## src/rtl/core/aald_pkg.sv

```systemverilog
// Shared constants for the audio activity level detector.
package aald_pkg;

  localparam int SAMPLE_W   = 16;
  localparam int LEVEL_W    = 15;
  localparam int COEFF_W    = 17;
  localparam int CFG_ADDR_W = 2;
  localparam int CFG_DATA_W = 17;
  localparam int IN_TDATA_W  = 16;
  localparam int OUT_TDATA_W = 24;

  localparam logic [CFG_ADDR_W-1:0] CFG_LEVEL_THRESHOLD   = 2'd0;
  localparam logic [CFG_ADDR_W-1:0] CFG_SMOOTHING_COEFF   = 2'd1;
  localparam logic [CFG_ADDR_W-1:0] CFG_RESTART_ON_LOUD   = 2'd2;
  localparam logic [CFG_ADDR_W-1:0] CFG_RESTART_ON_SILENT = 2'd3;

  localparam logic [LEVEL_W-1:0] THRESHOLD_RESET = 15'd328;
  localparam logic [COEFF_W-1:0] COEFF_RESET     = 17'd6554;
  localparam logic [COEFF_W-1:0] COEFF_ONE       = 17'd65536;

  localparam int MUL_CNT_W = 5;
  localparam logic [MUL_CNT_W-1:0] MUL_LAST_BIT = 5'd16;

endpackage

```

## src/rtl/core/audio_activity_level_detector.sv

```systemverilog
// Frame level detector: abs-sum accumulate, serial divide, serial multiply IIR, threshold.
// A sample that does not end a frame is absorbed while idle and gives no result.
// A frame-end beat holds off input through 15+FRAC_BITS divide steps, a diff step,
// 17 multiply steps of the shift-add unit, then apply and compare, until the result loads.
// A muted frame-end beat clears the average and skips to compare. The result waits in an output register.
// Reset (rst_n low, synchronous) clears accumulators, average, decision and output valid.
module audio_activity_level_detector #(
  parameter int MAX_FRAME = 1024,
  parameter int FRAC_BITS = 16
) (
  input  logic                                   clk,
  input  logic                                   rst_n,
  input  logic                                   in_tvalid,
  output logic                                   in_tready,
  input  logic [aald_pkg::IN_TDATA_W-1:0]        in_tdata,   // sample[15:0]
  input  logic                                   in_tlast,
  input  logic                                   in_tuser,   // muted
  output logic                                   out_tvalid,
  input  logic                                   out_tready,
  // loud[0], changed[1], loud pulse[2], silent pulse[3], level[18:4]
  output logic [aald_pkg::OUT_TDATA_W-1:0]       out_tdata,
  input  logic                                   cfg_we,
  input  logic [aald_pkg::CFG_ADDR_W-1:0]        cfg_addr,
  input  logic [aald_pkg::CFG_DATA_W-1:0]        cfg_wdata
);

  localparam int CW   = $clog2(MAX_FRAME + 1);
  localparam int SW   = 16 + $clog2(MAX_FRAME);
  localparam int AW   = aald_pkg::LEVEL_W + FRAC_BITS;
  localparam int DCW  = $clog2(AW);
  localparam int PW   = AW + aald_pkg::COEFF_W;
  localparam int LW   = aald_pkg::LEVEL_W;

  localparam logic [2:0] ST_IDLE  = 3'd0;
  localparam logic [2:0] ST_DIV   = 3'd1;
  localparam logic [2:0] ST_DIFF  = 3'd2;
  localparam logic [2:0] ST_MUL   = 3'd3;
  localparam logic [2:0] ST_APPLY = 3'd4;
  localparam logic [2:0] ST_DONE  = 3'd5;

  logic [2:0]                       state_r, state_nxt;
  logic [SW-1:0]                    sum_r, sum_nxt;
  logic [CW-1:0]                    cnt_r, cnt_nxt;
  logic [AW-1:0]                    avg_r, avg_nxt;
  logic                             loud_r, loud_nxt;
  logic [CW-1:0]                    rem_r, rem_nxt;
  logic [AW-1:0]                    quo_r, quo_nxt;
  logic [CW-1:0]                    dvs_r, dvs_nxt;
  logic [DCW-1:0]                   dcnt_r, dcnt_nxt;
  logic [AW-1:0]                    mag_r, mag_nxt;
  logic                             ge_r, ge_nxt;
  logic [PW-1:0]                    acc_r, acc_nxt;
  logic [aald_pkg::COEFF_W-1:0]     mc_r, mc_nxt;
  logic [aald_pkg::MUL_CNT_W-1:0]   mcnt_r, mcnt_nxt;
  logic                             ov_r, ov_nxt;
  logic                             o_loud_r, o_loud_nxt;
  logic                             o_chg_r, o_chg_nxt;
  logic                             o_rl_r, o_rl_nxt;
  logic                             o_rs_r, o_rs_nxt;
  logic [LW-1:0]                    o_lvl_r, o_lvl_nxt;
  logic [LW-1:0]                    thr_r, thr_nxt;
  logic [aald_pkg::COEFF_W-1:0]     coeff_r, coeff_nxt;
  logic                             rol_r, rol_nxt;
  logic                             ros_r, ros_nxt;

  logic                             in_acc;
  logic [aald_pkg::SAMPLE_W-1:0]    smp;
  logic [aald_pkg::SAMPLE_W-1:0]    smp_neg;
  logic [LW-1:0]                    abs15;
  logic                             take;
  logic [SW-1:0]                    sum_upd;
  logic [CW-1:0]                    cnt_upd;
  logic [CW:0]                      shifted;
  logic [CW+1:0]                    trial;
  logic [AW-1:0]                    mean;
  logic [AW:0]                      dif;
  logic [AW:0]                      dif_neg;
  logic [AW-1:0]                    step;
  logic [AW-1:0]                    thr_ext;
  logic                             now_loud;
  logic                             chg;
  logic                             load_out;

  assign in_tready = (state_r == ST_IDLE);
  assign in_acc    = in_tvalid & in_tready;
  assign out_tvalid = ov_r;
  assign out_tdata = {5'b0, o_lvl_r, o_rs_r, o_rl_r, o_chg_r, o_loud_r};

  assign smp     = in_tdata;
  assign smp_neg = ~smp + 1'b1;
  assign abs15   = smp[15] ? ((smp == 16'h8000) ? 15'h7FFF : smp_neg[LW-1:0]) : smp[LW-1:0];
  assign take    = (cnt_r < CW'(MAX_FRAME));
  assign sum_upd = take ? (sum_r + SW'(abs15)) : sum_r;
  assign cnt_upd = take ? (cnt_r + 1'b1) : cnt_r;

  assign shifted = {rem_r, quo_r[AW-1]};
  assign trial   = {1'b0, shifted} - {2'b00, dvs_r};

  assign mean    = (dvs_r == '0) ? '0 : quo_r;
  assign dif     = {1'b0, mean} - {1'b0, avg_r};
  assign dif_neg = ~dif + 1'b1;
  assign step    = acc_r[AW+15:16];

  assign thr_ext  = {thr_r, {FRAC_BITS{1'b0}}};
  assign now_loud = (avg_r > thr_ext);
  assign chg      = now_loud ^ loud_r;
  assign load_out = (state_r == ST_DONE) && (!ov_r || out_tready);

  always_comb begin
    thr_nxt   = thr_r;
    coeff_nxt = coeff_r;
    rol_nxt   = rol_r;
    ros_nxt   = ros_r;
    if (cfg_we) begin
      unique case (cfg_addr)
        aald_pkg::CFG_LEVEL_THRESHOLD:   thr_nxt   = cfg_wdata[LW-1:0];
        aald_pkg::CFG_SMOOTHING_COEFF:   coeff_nxt = cfg_wdata;
        aald_pkg::CFG_RESTART_ON_LOUD:   rol_nxt   = cfg_wdata[0];
        aald_pkg::CFG_RESTART_ON_SILENT: ros_nxt   = cfg_wdata[0];
        default: ;
      endcase
    end
  end

  always_comb begin
    state_nxt  = state_r;
    sum_nxt    = sum_r;
    cnt_nxt    = cnt_r;
    avg_nxt    = avg_r;
    loud_nxt   = loud_r;
    rem_nxt    = rem_r;
    quo_nxt    = quo_r;
    dvs_nxt    = dvs_r;
    dcnt_nxt   = dcnt_r;
    mag_nxt    = mag_r;
    ge_nxt     = ge_r;
    acc_nxt    = acc_r;
    mc_nxt     = mc_r;
    mcnt_nxt   = mcnt_r;
    ov_nxt     = ov_r & ~out_tready;
    o_loud_nxt = o_loud_r;
    o_chg_nxt  = o_chg_r;
    o_rl_nxt   = o_rl_r;
    o_rs_nxt   = o_rs_r;
    o_lvl_nxt  = o_lvl_r;
    unique case (state_r)
      ST_IDLE: begin
        if (in_acc) begin
          sum_nxt = sum_upd;
          cnt_nxt = cnt_upd;
          if (in_tlast) begin
            sum_nxt  = '0;
            cnt_nxt  = '0;
            rem_nxt  = CW'(sum_upd[SW-1:LW]);
            quo_nxt  = {sum_upd[LW-1:0], {FRAC_BITS{1'b0}}};
            dvs_nxt  = cnt_upd;
            dcnt_nxt = DCW'(AW - 1);
            if (in_tuser) begin
              avg_nxt   = '0;
              state_nxt = ST_DONE;
            end else begin
              state_nxt = ST_DIV;
            end
          end
        end
      end
      ST_DIV: begin
        rem_nxt = trial[CW+1] ? shifted[CW-1:0] : trial[CW-1:0];
        quo_nxt = {quo_r[AW-2:0], ~trial[CW+1]};
        dcnt_nxt = dcnt_r - 1'b1;
        if (dcnt_r == '0) begin
          state_nxt = ST_DIFF;
        end
      end
      ST_DIFF: begin
        ge_nxt   = ~dif[AW];
        mag_nxt  = dif[AW] ? dif_neg[AW-1:0] : dif[AW-1:0];
        acc_nxt  = '0;
        mc_nxt   = (coeff_r > aald_pkg::COEFF_ONE) ? aald_pkg::COEFF_ONE : coeff_r;
        mcnt_nxt = aald_pkg::MUL_LAST_BIT;
        state_nxt = ST_MUL;
      end
      ST_MUL: begin
        acc_nxt  = {acc_r[PW-2:0], 1'b0} + (mc_r[aald_pkg::COEFF_W-1] ? PW'(mag_r) : '0);
        mc_nxt   = {mc_r[aald_pkg::COEFF_W-2:0], 1'b0};
        mcnt_nxt = mcnt_r - 1'b1;
        if (mcnt_r == '0) begin
          state_nxt = ST_APPLY;
        end
      end
      ST_APPLY: begin
        avg_nxt   = ge_r ? (avg_r + step) : (avg_r - step);
        state_nxt = ST_DONE;
      end
      ST_DONE: begin
        if (load_out) begin
          ov_nxt     = 1'b1;
          o_loud_nxt = now_loud;
          o_chg_nxt  = chg;
          o_rl_nxt   = chg & now_loud & rol_r;
          o_rs_nxt   = chg & ~now_loud & ros_r;
          o_lvl_nxt  = avg_r[AW-1:FRAC_BITS];
          loud_nxt   = now_loud;
          state_nxt  = ST_IDLE;
        end
      end
      default: state_nxt = ST_IDLE;
    endcase
  end

  always_ff @(posedge clk) begin
    if (!rst_n) begin
      state_r <= ST_IDLE;
      sum_r   <= '0;
      cnt_r   <= '0;
      avg_r   <= '0;
      loud_r  <= 1'b0;
      ov_r    <= 1'b0;
      thr_r   <= aald_pkg::THRESHOLD_RESET;
      coeff_r <= aald_pkg::COEFF_RESET;
      rol_r   <= 1'b0;
      ros_r   <= 1'b0;
    end else begin
      state_r <= state_nxt;
      sum_r   <= sum_nxt;
      cnt_r   <= cnt_nxt;
      avg_r   <= avg_nxt;
      loud_r  <= loud_nxt;
      ov_r    <= ov_nxt;
      thr_r   <= thr_nxt;
      coeff_r <= coeff_nxt;
      rol_r   <= rol_nxt;
      ros_r   <= ros_nxt;
    end
  end

  always_ff @(posedge clk) begin
    rem_r    <= rem_nxt;
    quo_r    <= quo_nxt;
    dvs_r    <= dvs_nxt;
    dcnt_r   <= dcnt_nxt;
    mag_r    <= mag_nxt;
    ge_r     <= ge_nxt;
    acc_r    <= acc_nxt;
    mc_r     <= mc_nxt;
    mcnt_r   <= mcnt_nxt;
    o_loud_r <= o_loud_nxt;
    o_chg_r  <= o_chg_nxt;
    o_rl_r   <= o_rl_nxt;
    o_rs_r   <= o_rs_nxt;
    o_lvl_r  <= o_lvl_nxt;
  end

  a_cnt_bound: assert property (@(posedge clk) disable iff (!rst_n)
    cnt_r <= CW'(MAX_FRAME))
    else $error("sample count beyond frame limit");

  a_div_start: assert property (@(posedge clk) disable iff (!rst_n)
    (in_acc && in_tlast && !in_tuser) |=> (state_r == ST_DIV) && (dvs_r != '0))
    else $error("frame end did not start divide with nonzero count");

  a_muted_clear: assert property (@(posedge clk) disable iff (!rst_n)
    (in_acc && in_tlast && in_tuser) |=> (state_r == ST_DONE) && (avg_r == '0))
    else $error("muted frame end did not clear average");

  a_out_matches: assert property (@(posedge clk) disable iff (!rst_n)
    $rose(ov_r) |-> (o_loud_r == loud_r) && (o_chg_r == (loud_r != $past(loud_r))))
    else $error("result flags disagree with decision state");

endmodule

```

## config.mk

```make
export PLATFORM = sky130hd
export DESIGN_NAME = audio_activity_level_detector
export DESIGN_NICKNAME = d
export VERILOG_FILES = /design/src/rtl/core/aald_pkg.sv /design/src/rtl/core/audio_activity_level_detector.sv
export SDC_FILE = /design/constraint.sdc
export NUM_CORES = 1
export LEC_CHECK = 0
export ABC_CLOCK_PERIOD_IN_PS = 11800
export BUFFER_PORTS_ARGS = -buffer_cell sky130_fd_sc_hd__buf_2
export CAP_MARGIN = 20
export CORE_MARGIN = 5
export CORE_UTILIZATION = 45
export DETAILED_ROUTE_END_ITERATION = 6
export PLACE_DENSITY = 0.62
export SLEW_MARGIN = 0
export SYNTH_ARGS = -nofsm -noshare
export SYNTH_HDL_FRONTEND = slang
export SYNTH_SLANG_ARGS = --single-unit
```

## constraint.sdc

```tcl
create_clock -name clk -period 11.8 [get_ports clk]
set_clock_uncertainty 0.1 [all_clocks]
set_input_delay 2.36 -clock clk [delete_from_list [all_inputs] [get_ports clk]]
set_output_delay 2.36 -clock clk [all_outputs]
set_load 0.02 [all_outputs]
```

==> impl_metrics.tcl, run 1 <==
set metrics [dict create \
    status "complete, no violations" \
    ant_nets 0 \
    clockBufferDepth 3 \
    synth_top_family_by_area "simple AND/OR/NAND/NOR gates" \
    die-area_um2 48180 \
    num-fill-cells 4071 \
    rsz0062_at_grt "no" \
    hold_buffers 0 \
    crit_path_frequent_cell "a21oi_1" \
    yosys_warnings 0 \
    yosys.area_share.simple_pct 20.42 \
    grt_util_all_layers_pct 21.02 \
    htreeDepth 2 \
    slew_violations 0 \
    synthXorXnorAreaFrac_pct 8.331 \
    netSwitchingFraction_pct 40.93 \
    crit_end "sum_r[23]" \
    worst_r2r_endpoint "mag_r[28]" \
    yosysTopAreaCellShare_pct 27.06 \
    die_x_um 219.5 \
    r2r_slack_ps 6150 \
    power_frac_seq_pct 29.8 \
    grt_pass1_wl_um 82340 \
    cp_cell_sequence "buf_2 -> or4_1 -> or4_1 -> or3_1 -> or3b_1 -> nor2b_1 -> a21oi_1 -> ha_1 -> a21o_1 -> a21oi_1 -> o21bai_1 -> a21boi_0 -> o21ai_0 -> a21oi_1 -> a21oi_1 -> nand4b_1 -> or3_1 -> a21oi_1" \
    ff2ff_path_depth 17 \
    gp_congestion 0.9178 \
    regToRegStartpoint "dvs_r[1]" \
    grt_max_degree 81 \
    diodes 0 \
    worst_pin_slew_ps 1070 \
    drt-total-wl_um 51020 \
    rows 76 \
    async_reset_ff_share_pct 0 \
    worstSkewPairLatency_ps 550 \
    via_per_inst 5.623 \
    syn_avg_cell_area_um2 8.782 \
    synthDistinctLibCells 82 \
    yosys-mux-area-fraction_pct 1.755 \
    antenna_found_initial 0 \
    synth-main-ff-cell "edfxtp_1" \
    cap_violations 0 \
    pin_count 68 \
    synth-seq-cells 285 \
    end_kind "flop" \
    vdd_ir_drop_max_uv 109.4 \
    regArea_um2 7487 \
    synth_fa_ha_area_share_pct 9.503 \
    portBuffers 62 \
    numCtsBuffers 35 \
    hp-class "reg -> reg" \
    p_clk_share_pct 22.0 \
    yosys-top-cells-count "nand2_1 (225), nor2_1 (206), a21oi_1 (191)" \
    synth-compound-area-share_pct 17.68 \
    synthToLayoutAreaGrowth_pct 10.17 \
    grt_pass1_vias 15620 \
    crit_path_start_kind "input port" \
    min_period_ps 7207 \
    drtPass1Iterations 6 \
    leakagePower_uw 0.008608 \
    drive_gt1_share_pct 7.087 \
    wl_per_cell_um 17.68 \
    min_period_over_period_pct 61.08 \
    multi_input_area_um2 11440 \
    setup_violations 0 \
    cp_slowest_cell "a21oi_1" \
    cts_root_buffer "clkbuf_16" \
    crit_fanout 14 \
    die_h_um 219.5 \
    crit_start "in_tdata[6]" \
    cts_tree "yes" \
    drt_iter0_drc 1112 \
    finalSetupTns_ps 0 \
    synth_edf_count 178 \
    slew_headroom_pct 28.19 \
    hold_violations 0 \
    hpwl_um 38110 \
    ctsResizeCount 0 \
    core_um2 43270 \
    cp_data_required_time_ps 12170 \
    power_density_nw_per_um2 231.7 \
    grt_overflow 0 \
    pwr-share-comb_pct 48.2 \
    crit_arrival_ps 7570 \
    vias 16220 \
    path_clk_slew_ps 60 \
    drc 0 \
    p_int_uw 2978 \
    synth_seq_area_share_pct 37.91 \
    postCtsSetupBuffers 0 \
    syn_inst 2249 \
    cpPeakStageDelay_ps 660 \
    power_uw 5041 \
    critical_path_class "in -> reg" \
    hp-start "thr_r[9]" \
    timing.fmax_mhz 138.8 \
    netlist_area_um2 19750 \
    power.switching_uw 2064 \
    synth.most_common_cell "nand2_1" \
    start_util_pct 45.65 \
    clock-sinks 285 \
    synth.area.top_cells "edfxtp_1 (27%), dfxtp_1 (11%), ha_1 (9.0%)" \
    yosysTopAreaCell "edfxtp_1" \
    final_nets 2462 \
]
metrics by stage:
stage | cell area [um2] | hold WS [ps] | cells | util [%] | setup slack [ps]
3_5_place_dp | 20580 | 350.7 | 2821 | 47.57 | 4019
4_1_cts | 21760 | 360.0 | 2885 | 50.29 | 4591
6_report | 21760 | 358.4 | 2885 | 50.29 | 4593
3_3_place_gp | 20540 | 347.1 | 2819 | 47.48 | 4122
2_1_floorplan | 19770 | 336.3 | 2253 | - | 4846
5_1_grt | 21760 | 375.1 | 2885 | 50.29 | 4111
power by group through the flow:
stage	Clock, uW	Combinational (uW)	Sequential, uW
after floorplan	0	1850	1450
after global placement	0	2350	1520
after global routing	1180	2700	1520
after CTS	1130	2410	1500
final	1110	2430	1500
after detailed placement	0	2400	1520
state kept, by name (all words and copies together), names as in the netlist, 3 cells and up:
signal / flops
mcnt_r: 5
avg_r: 31
acc_r: 47
state_r: 3
coeff_r: 17
thr_r: 15
dcnt_r: 5
mc_r: 17
mag_r: 31
cnt_r: 11
rem_r: 11
quo_r: 31
sum_r: 26
dvs_r: 11
o_lvl_r: 15
layer usage:
layer  track usage (%)  vias up  part of all wire [%]
li1                  -     8086                     -
met1             28.54     7650                    46
met2             34.44      392                    46
met3             2.583       93                   4.2
met4             8.059        0                   3.5
met5                 0        -                     0
final cells by class:
class,instances,share of cell area (%)
clock buffers,48,4.537
clock inverters,16,0.8741
inverters,128,2.208
multi-input cells,1747,52.59
flip-flops and latches,285,34.41
well taps,585,3.364
repair buffers,76,2.018
cell families (layout without fill, tap and decap cells):
family,Yosys count,after routing
flops,285,285
mux,34,34
compound gates,555,555
other cells,1,5
simple gates,819,819
buf+inv,221,268
fa+ha+maj,147,147
xor+xnor,187,187
worst min-delay path by stage:
stage,end,cells past startpoint
3_3_place_gp,thr_r[9],2
4_1_cts,thr_r[9],2
3_5_place_dp,thr_r[12],2
6_report,thr_r[9],2
2_1_floorplan,thr_r[10],2
5_1_grt,thr_r[9],2
cells in the final DEF, fill, tap and decap left out, drive strengths merged, types with 55 or more instances in the layout:
cell / n
nand2: 225
nor2: 206
a21oi: 191
edfxtp: 178
ha: 142
inv: 129
o21ai: 112
dfxtp: 107
xnor2: 97
xor2: 90
and2: 89
buf: 76
nand3: 55
critical path: cells and delay by family:
kind / cells / cell delay [ps]
compound gates: 9 / 2060
fa+ha+maj: 1 / 150
simple gates: 7 / 2870
buf+inv: 1 / 130
Note: power is estimated with default switching activity, not from simulation.
==> run 2, diff against run 1 <==
- ABC_CLOCK_PERIOD_IN_PS: 11800 -> 6600
- PLACE_DENSITY: 0.62 -> 0.64
- clock period: 11.8 -> 6.6 ns (I/O delays scaled with it)
==> run 2 against run 1 <==
Effect of this change:
- die area unchanged
- final cell count is 0.17% higher
- core utilization decreased by 0.067 points
==> impl_metrics.tcl, run 2 (synthesized netlist as in run 1, its figures left out) <==
set metrics [dict create \
    status "complete, no violations" \
    hold_violations 0 \
    netSwitchingFraction_pct 41.25 \
    layout_common_cells "nand2_1 (225), nor2_1 (205), a21oi_1 (191)" \
    core_um2 43270 \
    cts_root_buffer "clkbuf_16" \
    p_clk_share_pct 21.2 \
    hp-start "thr_r[4]" \
    start_util_pct 45.65 \
    power_density_nw_per_um2 409.7 \
    die_x_um 219.5 \
    finalSetupTns_ps 0 \
    via_per_inst 5.599 \
    top_register "acc_r" \
    hold_depth 2 \
    pin_count 68 \
    pwr-share-comb_pct 48.6 \
    r2r_slack_ps 1310 \
    slew_violations 0 \
    ctsResizeCount 0 \
    final_nets 2466 \
    wl_per_cell_um 17.49 \
    drt-total-wl_um 50560 \
    slew_headroom_pct 37.48 \
    drtPass1Iterations 5 \
    power_frac_seq_pct 30.1 \
    postCtsSetupBuffers 0 \
    antenna_found_initial 0 \
    die_h_um 219.5 \
    rsz0062_at_grt "no" \
    grt_pass1_wl_um 81700 \
    gp_congestion 0.9172 \
    drive_gt1_share_pct 7.289 \
    cp_data_required_time_ps 6990 \
    leakagePower_uw 0.008598 \
    worstSkewPairLatency_ps 560 \
    hpwl_um 38120 \
    cts_tree "yes" \
    regToRegStartpoint "dvs_r[1]" \
    grt_util_all_layers_pct 20.81 \
    setup_violations 0 \
    worst_r2r_endpoint "mag_r[29]" \
    synthToLayoutAreaGrowth_pct 10.02 \
    vdd_ir_drop_max_uv 229.8 \
    path_clk_slew_ps 60 \
    hp-class "reg -> reg" \
    power.switching_uw 3672 \
    critical_path_class "in -> reg" \
    num-fill-cells 4064 \
    crit_path_start_kind "input port" \
    rows 76 \
    min_period_ps 5921 \
    min_period_over_period_pct 89.71 \
    vias 16180 \
    grt_overflow 0 \
    portBuffers 62 \
    grt_pass1_vias 15620 \
    hold_end "thr_r[4]" \
    clock-sinks 285 \
    multi_input_area_um2 11440 \
    end_kind "flop" \
    layout.cells.most_common "nand2_1" \
    cap_violations 0 \
    hold_buffers 0 \
    post-route-util_pct 50.22 \
    p_int_uw 5230 \
    ff2ff_path_depth 15 \
    largest_reg_flops 47 \
    clockBufferDepth 3 \
    timing.fmax_mhz 168.9 \
    drt_iter0_drc 1103 \
    ant_nets 0 \
    drc 0 \
    diodes 0 \
    crit_arrival_ps 6310 \
    numCtsBuffers 36 \
    htreeDepth 2 \
    regArea_um2 7487 \
    crit_fanout 10 \
    worst_pin_slew_ps 937.8 \
    die-area_um2 48180 \
    grt_max_degree 57 \
]
==> run 2: cell types whose count changed in the layout (fill, tap and decap cells not counted), moves of 2 or more <==
cell,change
clkinv_2,-2
bufinv_16,-4
inv_4,+2
buf_4,+4
clkbuf_8,+3
==> run 2: final cells by class <==
type                    instances  share of cell area (%)
clock buffers                  52                   4.750
clock inverters                14                  0.4837
inverters                     128                   2.211
multi-input cells            1747                   52.66
flip-flops and latches        285                   34.46
well taps                     585                   3.368
repair buffers                 79                   2.073
==> run 2: worst max-delay path by stage <==
stage / from / to
6_report: in_tdata[6] / sum_r[25]
5_1_grt: in_tdata[0] / sum_r[25]
4_1_cts: in_tdata[0] / sum_r[25]
3_5_place_dp: in_tdata[6] / sum_r[25]
3_3_place_gp: in_tdata[0] / sum_r[25]
2_1_floorplan: in_tdata[6] / sum_r[22]
==> run 2: through the flow <==
stage | area [um2] | std cells | hold WS [ps] | total power, uW | setup WS, ps
3_3_place_gp | 20560 | 2822 | 348.4 | 6886 | 258.7
3_5_place_dp | 20590 | 2824 | 350.0 | 6995 | 123.5
2_1_floorplan | 19770 | 2253 | 336.3 | 5902 | 685.7
5_1_grt | 21730 | 2890 | 380.8 | 9541 | 247.9
4_1_cts | 21730 | 2890 | 358.1 | 8919 | 734.4
6_report | 21730 | 2890 | 358.7 | 8902 | 678.9
==> run 2: routing by layer <==
layer	global-route usage, %	up-vias	wire length [um]
met4	7.138	0	1481
met5	0	-	0
met1	27.93	7607	22960
met3	2.761	81	2387
met2	34.74	404	23730
li1	-	8088	-
==> run 2: critical path, cell delays in order <==
cell and delay [ps]:
buf_2 130, or4_1 580, or4_1 510, or3_1 330, or3b_1 390, nor2b_1 140, a21oi_1 200, ha_1 180
a21o_1 90, a21oi_1 90, o21bai_1 190, a21boi_0 140, o21ai_0 380, a21oi_1 160, a21oi_1 660, nand3_1 260
or3_1 410, a31oi_1 140
==> run 2: power groups by stage <==
stage | clock network [uW] | registers [uW] | logic (uW)
after floorplan | 0 | 2600 | 3310
after global placement | 0 | 2710 | 4170
after detailed placement | 0 | 2720 | 4280
after CTS | 1940 | 2680 | 4300
after global routing | 2010 | 2710 | 4810
final | 1890 | 2680 | 4330
